File: src/hdl/lts_pkg.sv
// shared types and constants for the lru tag store
`timescale 1ns / 1ps

package lts_pkg;

  // fixed field widths of the request and result ports
  localparam int unsigned REQ_W    = 2;
  localparam int unsigned KEY_W    = 64;
  localparam int unsigned STATUS_W = 3;
  localparam int unsigned SLOT_W   = 5;
  localparam int unsigned OCC_W    = 5;
  localparam int unsigned STAMP_W  = 64;

  // slot index width able to hold the largest supported store
  localparam int unsigned MAX_IDX_W = 6;

  // request kinds
  localparam logic [REQ_W-1:0] REQ_LOOKUP = 2'd0;
  localparam logic [REQ_W-1:0] REQ_PUT    = 2'd1;
  localparam logic [REQ_W-1:0] REQ_TICK   = 2'd2;

  // result status codes
  localparam logic [STATUS_W-1:0] ST_MISS    = 3'd0;
  localparam logic [STATUS_W-1:0] ST_HIT     = 3'd1;
  localparam logic [STATUS_W-1:0] ST_FILLED  = 3'd2;
  localparam logic [STATUS_W-1:0] ST_PUT_OLD = 3'd3;
  localparam logic [STATUS_W-1:0] ST_PUT_NEW = 3'd4;
  localparam logic [STATUS_W-1:0] ST_TICK    = 3'd5;

  // outcome of one scan over the store
  typedef struct packed {
    logic                 match_found;
    logic [MAX_IDX_W-1:0] match_idx;
    logic [MAX_IDX_W-1:0] victim_idx;
    logic                 victim_used;
  } scan_res_t;

endpackage

File: src/hdl/lts_scan_unit.sv
// compare unit folding one entry per enabled cycle into match and victim results
`timescale 1ns / 1ps

module lts_scan_unit #(
  parameter int unsigned KEY_BITS = 64,
  parameter int unsigned IDX_W    = 5
) (
  input  logic                          clk_i,
  input  logic                          rst_ni,
  input  logic                          clear_i,
  input  logic                          en_i,
  input  logic                          elem_valid_i,
  input  logic [KEY_BITS-1:0]           elem_tag_i,
  input  logic [lts_pkg::STAMP_W-1:0]   elem_stamp_i,
  input  logic [IDX_W-1:0]              elem_idx_i,
  input  logic [KEY_BITS-1:0]           key_i,
  output lts_pkg::scan_res_t            res_o
);
  import lts_pkg::*;

  logic                 match_found_q, match_found_d;
  logic [MAX_IDX_W-1:0] match_idx_q, match_idx_d;
  logic                 inv_found_q, inv_found_d;
  logic [MAX_IDX_W-1:0] inv_idx_q, inv_idx_d;
  logic [STAMP_W-1:0]   best_stamp_q, best_stamp_d;
  logic [MAX_IDX_W-1:0] best_idx_q, best_idx_d;
  logic [MAX_IDX_W-1:0] idx_ext;

  assign idx_ext = MAX_IDX_W'(elem_idx_i);

  always_comb begin
    match_found_d = match_found_q;
    match_idx_d   = match_idx_q;
    inv_found_d   = inv_found_q;
    inv_idx_d     = inv_idx_q;
    best_stamp_d  = best_stamp_q;
    best_idx_d    = best_idx_q;
    if (clear_i) begin
      match_found_d = 1'b0;
      match_idx_d   = '0;
      inv_found_d   = 1'b0;
      inv_idx_d     = '0;
      best_stamp_d  = '1;
      best_idx_d    = '0;
    end else if (en_i) begin
      // first valid match wins
      if (elem_valid_i && !match_found_q && (elem_tag_i == key_i)) begin
        match_found_d = 1'b1;
        match_idx_d   = idx_ext;
      end
      // first free slot
      if (!elem_valid_i && !inv_found_q) begin
        inv_found_d = 1'b1;
        inv_idx_d   = idx_ext;
      end
      // oldest stamp, strict compare keeps the lowest index on ties
      if (elem_valid_i && (elem_stamp_i < best_stamp_q)) begin
        best_stamp_d = elem_stamp_i;
        best_idx_d   = idx_ext;
      end
    end
  end

  always_ff @(posedge clk_i or negedge rst_ni) begin
    if (!rst_ni) begin
      match_found_q <= 1'b0;
      inv_found_q   <= 1'b0;
    end else begin
      match_found_q <= match_found_d;
      inv_found_q   <= inv_found_d;
    end
  end

  always_ff @(posedge clk_i) begin
    match_idx_q  <= match_idx_d;
    inv_idx_q    <= inv_idx_d;
    best_stamp_q <= best_stamp_d;
    best_idx_q   <= best_idx_d;
  end

  assign res_o.match_found = match_found_q;
  assign res_o.match_idx   = match_idx_q;
  assign res_o.victim_idx  = inv_found_q ? inv_idx_q : best_idx_q;
  assign res_o.victim_used = !inv_found_q;

endmodule

File: src/hdl/lru_tag_store.sv
// top level of the fully associative lru tag store
`timescale 1ns / 1ps

// fully associative tag store with timestamp lru replacement
// - request channel (in_valid_i / in_ready_o): req_type_i, key_hash_i, fill_ok_i
//   lookup, put or tick; only the low KEY_BITS of the key are stored and compared
// - result channel (out_valid_o / out_ready_i): status_o, slot_o, evicted_o,
//   occupied_o, exactly one result per request
// - lookup and put walk every slot through one tag/stamp compare unit, one slot
//   per cycle from a single read port, then pass through the drain, decide and
//   done states; a new request is taken only once the previous result has been
//   loaded into the result register and the sequencer is back in idle
// - tick and the unused request type skip the scan and go straight from idle to
//   the done state
// - reset clears the valid bits, the occupancy count and the tick counter; the
//   tag and stamp arrays are left as they are and only read behind a valid bit
// - a stalled receiver holds the result register; one further request may be
//   accepted and scanned meanwhile, and it waits in its last step until the
//   result register frees up
module lru_tag_store #(
  parameter int unsigned ENTRIES  = 24,
  parameter int unsigned KEY_BITS = 64
) (
  input  logic                           clk_i,
  input  logic                           rst_ni,
  input  logic                           in_valid_i,
  output logic                           in_ready_o,
  input  logic [lts_pkg::REQ_W-1:0]      req_type_i,
  input  logic [lts_pkg::KEY_W-1:0]      key_hash_i,
  input  logic                           fill_ok_i,
  output logic                           out_valid_o,
  input  logic                           out_ready_i,
  output logic [lts_pkg::STATUS_W-1:0]   status_o,
  output logic [lts_pkg::SLOT_W-1:0]     slot_o,
  output logic                           evicted_o,
  output logic [lts_pkg::OCC_W-1:0]      occupied_o
);
  import lts_pkg::*;

  localparam int unsigned IDX_W  = $clog2(ENTRIES);
  localparam int unsigned OCC_CW = $clog2(ENTRIES + 1);

  // sequencer states
  localparam logic [2:0] S_IDLE   = 3'd0;
  localparam logic [2:0] S_SCAN   = 3'd1;
  localparam logic [2:0] S_DRAIN  = 3'd2;
  localparam logic [2:0] S_DECIDE = 3'd3;
  localparam logic [2:0] S_DONE   = 3'd4;

  logic [2:0]           state_q, state_d;

  // latched request
  logic [REQ_W-1:0]     req_q;
  logic [KEY_BITS-1:0]  key_q;
  logic                 fill_q;

  // store state
  logic [KEY_BITS-1:0]  tag_mem   [ENTRIES];
  logic [STAMP_W-1:0]   stamp_mem [ENTRIES];
  logic [ENTRIES-1:0]   valid_q, valid_d;
  logic [OCC_CW-1:0]    occ_q, occ_d;
  logic [STAMP_W-1:0]   tick_q, tick_d;

  // scan read path
  logic [IDX_W-1:0]     addr_q, addr_d;
  logic                 rd_vld_q, rd_vld_d;
  logic [IDX_W-1:0]     rd_idx_q;
  logic [KEY_BITS-1:0]  tag_rd_q;
  logic [STAMP_W-1:0]   stamp_rd_q;
  logic                 vld_rd_q;

  // write port
  logic                 tag_we, stamp_we;
  logic [IDX_W-1:0]     wr_idx;

  // result staging and output register
  logic [STATUS_W-1:0]  res_status_q, res_status_d;
  logic [SLOT_W-1:0]    res_slot_q, res_slot_d;
  logic                 res_evict_q, res_evict_d;
  logic                 out_valid_q, out_valid_d;
  logic [STATUS_W-1:0]  status_q;
  logic [SLOT_W-1:0]    slot_q;
  logic                 evicted_q;
  logic [OCC_W-1:0]     occupied_q;
  logic                 out_load;

  logic                 in_fire;
  logic                 scan_clear;
  scan_res_t            scan_res;
  logic                 match;
  logic                 install;
  logic [IDX_W-1:0]     match_idx;
  logic [IDX_W-1:0]     victim_idx;

  assign in_ready_o = (state_q == S_IDLE);
  assign in_fire    = in_valid_i && in_ready_o;
  assign scan_clear = in_fire;

  assign match      = scan_res.match_found;
  assign match_idx  = scan_res.match_idx[IDX_W-1:0];
  assign victim_idx = scan_res.victim_idx[IDX_W-1:0];

  // lookup installs only on a filled miss, put always installs
  assign install = (state_q == S_DECIDE) &&
                   (((req_q == REQ_LOOKUP) && !match && fill_q) || (req_q == REQ_PUT));
  assign wr_idx   = match ? match_idx : victim_idx;
  assign tag_we   = install;
  assign stamp_we = install || ((state_q == S_DECIDE) && (req_q == REQ_LOOKUP) && match);

  assign out_load = (state_q == S_DONE) && (!out_valid_q || out_ready_i);

  // shared compare unit, fed one slot per cycle
  lts_scan_unit #(
    .KEY_BITS (KEY_BITS),
    .IDX_W    (IDX_W)
  ) u_scan (
    .clk_i        (clk_i),
    .rst_ni       (rst_ni),
    .clear_i      (scan_clear),
    .en_i         (rd_vld_q),
    .elem_valid_i (vld_rd_q),
    .elem_tag_i   (tag_rd_q),
    .elem_stamp_i (stamp_rd_q),
    .elem_idx_i   (rd_idx_q),
    .key_i        (key_q),
    .res_o        (scan_res)
  );

  // sequencer
  always_comb begin
    state_d      = state_q;
    addr_d       = addr_q;
    rd_vld_d     = 1'b0;
    tick_d       = tick_q;
    valid_d      = valid_q;
    occ_d        = occ_q;
    res_status_d = res_status_q;
    res_slot_d   = res_slot_q;
    res_evict_d  = res_evict_q;
    out_valid_d  = out_valid_q;

    if (out_valid_q && out_ready_i) begin
      out_valid_d = 1'b0;
    end

    unique case (state_q)
      S_IDLE: begin
        if (in_fire) begin
          res_slot_d  = '0;
          res_evict_d = 1'b0;
          addr_d      = '0;
          case (req_type_i) inside
            REQ_LOOKUP, REQ_PUT: begin
              state_d = S_SCAN;
            end
            REQ_TICK: begin
              tick_d       = tick_q + STAMP_W'(1);
              res_status_d = ST_TICK;
              state_d      = S_DONE;
            end
            default: begin
              // unused request type: nothing changes
              res_status_d = ST_MISS;
              state_d      = S_DONE;
            end
          endcase
        end
      end
      S_SCAN: begin
        rd_vld_d = 1'b1;
        if (addr_q == IDX_W'(ENTRIES - 1)) begin
          state_d = S_DRAIN;
        end else begin
          addr_d = addr_q + IDX_W'(1);
        end
      end
      S_DRAIN: begin
        // last slot folds into the compare unit here
        state_d = S_DECIDE;
      end
      S_DECIDE: begin
        if (install) begin
          valid_d[wr_idx] = 1'b1;
          if (!match && !scan_res.victim_used) begin
            occ_d = occ_q + OCC_CW'(1);
          end
        end
        res_evict_d = install && !match && scan_res.victim_used;
        res_slot_d  = '0;
        if (req_q == REQ_LOOKUP) begin
          if (match) begin
            res_status_d = ST_HIT;
            res_slot_d   = SLOT_W'(match_idx);
          end else if (fill_q) begin
            res_status_d = ST_FILLED;
            res_slot_d   = SLOT_W'(victim_idx);
          end else begin
            res_status_d = ST_MISS;
          end
        end else begin
          res_status_d = match ? ST_PUT_OLD : ST_PUT_NEW;
          res_slot_d   = SLOT_W'(wr_idx);
        end
        state_d = S_DONE;
      end
      S_DONE: begin
        if (out_load) begin
          out_valid_d = 1'b1;
          state_d     = S_IDLE;
        end
      end
      default: begin
        state_d = S_IDLE;
      end
    endcase
  end

  always_ff @(posedge clk_i or negedge rst_ni) begin
    if (!rst_ni) begin
      state_q     <= S_IDLE;
      addr_q      <= '0;
      rd_vld_q    <= 1'b0;
      tick_q      <= '0;
      valid_q     <= '0;
      occ_q       <= '0;
      out_valid_q <= 1'b0;
    end else begin
      state_q     <= state_d;
      addr_q      <= addr_d;
      rd_vld_q    <= rd_vld_d;
      tick_q      <= tick_d;
      valid_q     <= valid_d;
      occ_q       <= occ_d;
      out_valid_q <= out_valid_d;
    end
  end

  // request latch, result staging and output payload
  always_ff @(posedge clk_i) begin
    if (in_fire) begin
      req_q  <= req_type_i;
      key_q  <= key_hash_i[KEY_BITS-1:0];
      fill_q <= fill_ok_i;
    end
    res_status_q <= res_status_d;
    res_slot_q   <= res_slot_d;
    res_evict_q  <= res_evict_d;
    if (out_load) begin
      status_q   <= res_status_q;
      slot_q     <= res_slot_q;
      evicted_q  <= res_evict_q;
      occupied_q <= OCC_W'(occ_q);
    end
  end

  // tag and stamp arrays: one write port, one registered read port
  always_ff @(posedge clk_i) begin
    if (tag_we) begin
      tag_mem[wr_idx] <= key_q;
    end
    if (stamp_we) begin
      stamp_mem[wr_idx] <= tick_q;
    end
    tag_rd_q   <= tag_mem[addr_q];
    stamp_rd_q <= stamp_mem[addr_q];
    vld_rd_q   <= valid_q[addr_q];
    rd_idx_q   <= addr_q;
  end

  assign out_valid_o = out_valid_q;
  assign status_o    = status_q;
  assign slot_o      = slot_q;
  assign evicted_o   = evicted_q;
  assign occupied_o  = occupied_q;

  // occupancy count tracks the valid bits
  a_occ_matches_valid : assert property (@(posedge clk_i) disable iff (!rst_ni)
    occ_q == OCC_CW'($countones(valid_q)))
    else $error("occupancy count out of step with valid bits");

  // a hit always points at a valid slot
  a_match_is_valid : assert property (@(posedge clk_i) disable iff (!rst_ni)
    (state_q == S_DECIDE) && match |-> valid_q[match_idx])
    else $error("scan match on an invalid slot");

  // eviction only happens when the store is full
  a_evict_when_full : assert property (@(posedge clk_i) disable iff (!rst_ni)
    install && !match && scan_res.victim_used |-> occ_q == OCC_CW'(ENTRIES))
    else $error("valid entry displaced while free slots remain");

  // a finished result is not dropped while the receiver stalls
  a_result_held : assert property (@(posedge clk_i) disable iff (!rst_ni)
    out_valid_q && !out_ready_i |=> out_valid_q && $stable(status_q))
    else $error("pending result lost under stall");

endmodule

File: config.mk
export PLATFORM = sky130hd
export DESIGN_NAME = lru_tag_store
export DESIGN_NICKNAME = d
export VERILOG_FILES = /design/src/hdl/lts_pkg.sv /design/src/hdl/lts_scan_unit.sv /design/src/hdl/lru_tag_store.sv
export SDC_FILE = /design/constraint.sdc
export NUM_CORES = 2
export LEC_CHECK = 0
export ABC_AREA = 1
export CORE_MARGIN = 5
export CORE_UTILIZATION = 25
export CTS_BUF_LIST = sky130_fd_sc_hd__clkbuf_4 sky130_fd_sc_hd__clkbuf_8
export DETAILED_ROUTE_END_ITERATION = 6
export DONT_BUFFER_PORTS = 1
export SYNTH_ARGS = -nofsm -noshare
export SYNTH_HDL_FRONTEND = slang
export SYNTH_HIERARCHICAL = 1
export SYNTH_SLANG_ARGS = --single-unit
File: constraint.sdc
create_clock -name clk_i -period 4.5 [get_ports clk_i]
set_clock_uncertainty 0.2 [all_clocks]
set_input_delay 0.225 -clock clk_i [delete_from_list [all_inputs] [get_ports clk_i]]
set_output_delay 0.225 -clock clk_i [all_outputs]
set_load 0.02 [all_outputs]
==> run summary <==
The via count came out at 90600. The count of placed standard cells in the final layout, fillers left out came out at 19700. The number of violations of the max-capacitance limit is 0. The post-placement cell area is 148000 µm². The type of the most critical hold path is input pin to asynchronous set/reset pin. The critical path launch point type is a register. The number of buffers created by CTS came out at 550. The setup path with the least slack is of type register to register. IR analysis of the VDD net gives a maximum drop of 491 µV. The first-pass iteration count of the detailed router is 7. The worst setup path is captured at a register.

The number of antenna violations at the first check in global routing came out at 40. The remaining antenna violation count after routing is 0. In this run the critical register-to-register path is captured at u_scan/match_idx_q[4]. In the routed design, unresolved DRC markers number 2. The initial utilization of the core area, before any placement, comes to 25.1%. The synthesized area per cell is 11.9 µm².

The total area of multi-input combinational cells came out at 32800 µm². Pin placement for this block handled 87 I/O pins. At the worst endpoint, the required time is 5.23 ns. The run finished, with violations left.

The cell-internal power is 0.0593 W. The relative slew slack is 18.6%. The fraction of final layout cells sized beyond drive strength 1 is 10.2%.

The ratio of total power to cell area is 563 nW/µm². The area taken by flip-flops and latches is 102000 µm². The number of clock sinks seen by CTS is 3480. The final sum of negative setup slack came out at 0 ns. The proportion of power drawn by combinational gates is 27.9%. The largest fanout on the critical path is 26. Routability-driven placement finished with a final weighted congestion of 0.814. The net switching component of the power is 0.0313 W. The register clock-pin slew on the reported worst setup and hold paths came out at 0.06 ns. The worst path in the final design needs a cycle of 3.59 ns, including I/O delays and setup.

TritonCTS built the clock tree. The buffer count from post-CTS setup fixing came out at 0. The height of the chip came out at 755 µm. For flop-to-flop paths, the worst setup slack is 0.91 ns. The maximum number of pins on one net before global-route repair came out at 184. For this run, the number of Yosys warnings is 6. The area of the die came out at 570000 µm². The first global-routing pass estimated 572000 µm of wire.

The share of total power in the clock network came out at 29.6%. The portion of total power attributed to sequential cells came out at 42.5%. The number of pins exceeding their max-slew limit in the final report came to 0. The final hold violation count came to 0. The final period utilization came out at 79.8%.

The final reports fail on DRC. The proportion of total power due to net switching is 34.5%. The arrival time at the worst endpoint came out at 4.32 ns. On the final layout, the worst hold slack is 0.0834 ns. The critical path starts at key_q[24]. Setup violations remaining at the end of the flow were counted as 0. At the pin with the least slew margin, the transition time is 1.22 ns. After synthesis the cells add up to 139000 µm². The cell at the root of the clock tree is sky130_fd_sc_hd__clkbuf_8.

The post-placement cell count is 18600. The wire-length estimate of the detail-placed layout is 192000 µm. After floorplanning, the core was sized to cover 553000 µm². Setup repair after global routing left no endpoint under its margin. In this run the deepest clock path goes through 4 buffers.

The number of fill cells in the layout came out at 55800. The via count of the first global-routing pass came out at 87000. The cell row count came out at 273. The synthesized instance count is 11700. The synthesis-to-layout area growth came out at 15.9%. The count of buffers added on input and output ports is 0. The fmax is 279 MHz.

The clock reaches the later pin of the worst-skew pair after 1.06 ns. The final design instance area without fill is 161000 µm². The overflow left after global routing is 0. The H-tree was split into 6 levels.

The wire length per cell is 19.6 µm. The standby leakage power came out at 55.0 nW. The net count after synthesis is 11800. The total track usage came out at 12.9%.

After detailed routing, the number of vias per cell comes to 4.61. The startpoint identified for the worst register-to-register timing path is key_q[24]. The iteration-0 DRC count of the detailed router is 8423. The die is 755 µm wide. The routed design has 387000 µm of wire. The depth of the worst register-to-register path is 8.

At the end of the flow, the number of nets in the layout was 12100.
stage by stage:
step | power, W | util [%] | worst slack, ns
6_report | 0.0905 | 29.1 | 0.910
5_1_grt | 0.0958 | 29.1 | 0.814
4_1_cts | 0.0912 | 29.1 | 0.964
3_5_place_dp | 0.0642 | 26.8 | 1.04
3_3_place_gp | 0.0640 | 26.8 | 0.884
2_1_floorplan | 0.0559 | - | -0.389
metal layers:
metal / share of wire (%) / global-route usage, % / vias to the layer above
li1: - / - / 41700
met2: 47 / 21.2 / 3328
met3: 6.6 / 1.89 / 654
met1: 44 / 17.7 / 44900
met4: 2.6 / 3.85 / 36
met5: 0.058 / 0 / -
worst max-delay path by stage:
stage / cells past startpoint / slack [ns] / to
detailed placement: 8 / 1.04 / u_scan/match_idx_q[4]
finish: 8 / 0.91 / u_scan/match_idx_q[4]
global placement: 8 / 0.88 / u_scan/match_idx_q[0]
floorplan: 11 / -0.39 / stamp_mem[10][0]
global route: 8 / 0.81 / u_scan/match_idx_q[4]
CTS: 8 / 0.96 / u_scan/match_idx_q[4]
area by class of cell:
cell class                 count  share of cell area [%]
antenna                        4                 0.00622
clock buffer                 825                    6.22
clock inverter               143                   0.546
inverter                     333                   0.804
multi-input combinational   7188                    20.4
sequential                  3480                    63.3
tap                         7287                    5.67
timing repair buffer         416                    3.07
state kept, by name (all words and copies together) (netlist names), 3 cells and up:
| signal | count |
|---|---|
| stamp_mem | 1536 |
| tag_mem | 1536 |
| key_q | 64 |
| stamp_rd_q | 64 |
| tag_rd_q | 64 |
| tick_q | 64 |
| u_scan/best_stamp_q | 64 |
| valid_q | 24 |
| addr_q | 5 |
| occ_q | 5 |
| occupied_o | 5 |
| rd_idx_q | 5 |
| res_slot_q | 5 |
| slot_o | 5 |
| u_scan/best_idx_q | 5 |
| u_scan/inv_idx_q | 5 |
| u_scan/match_idx_q | 5 |
| res_status_q | 3 |
| state_q | 3 |
| status_o | 3 |
critical path, cell delays in order (launching register included):
cell                       delay (ns)
sky130_fd_sc_hd__edfxtp_1        0.78
sky130_fd_sc_hd__or2_2           0.22
sky130_fd_sc_hd__nand4_1         0.20
sky130_fd_sc_hd__nor4_1          0.62
sky130_fd_sc_hd__nand2_1         0.28
sky130_fd_sc_hd__nor2_1          0.50
sky130_fd_sc_hd__nand3_1         0.32
sky130_fd_sc_hd__o21ai_1         0.25
sky130_fd_sc_hd__nor2_1          0.08
power groups by stage:
stage / sequential, W / clock (W) / combinational (W)
2_1_floorplan: 0.0389 / 0 / 0.0170
3_3_place_gp: 0.0391 / 0 / 0.0248
3_5_place_dp: 0.0391 / 0 / 0.0250
4_1_cts: 0.0385 / 0.0274 / 0.0253
5_1_grt: 0.0386 / 0.0289 / 0.0283
6_report: 0.0385 / 0.0268 / 0.0252
layout by cell type (no fill, tap or decap), drive strengths merged, types with 40 or more instances in the layout:
cell type	instances
dfxtp	213
edfxtp	3162
ha	66
o22ai	256
clkbuf	825
o211ai	42
clkinv	111
nor2	2621
buf	268
dlygate4sd3	148
nand2	1417
dfrtp	105
xor2	40
nand3	802
a21oi	173
inv	347
o21ai	1595
xnor2	53
repair_timing:
item                                    CTS  global route
resized for setup                         0             0
endpoints found under the hold margin   320             0
hold buffers                            150             0
endpoints found under the setup margin    0             0
(Power assumes the default switching activity.)
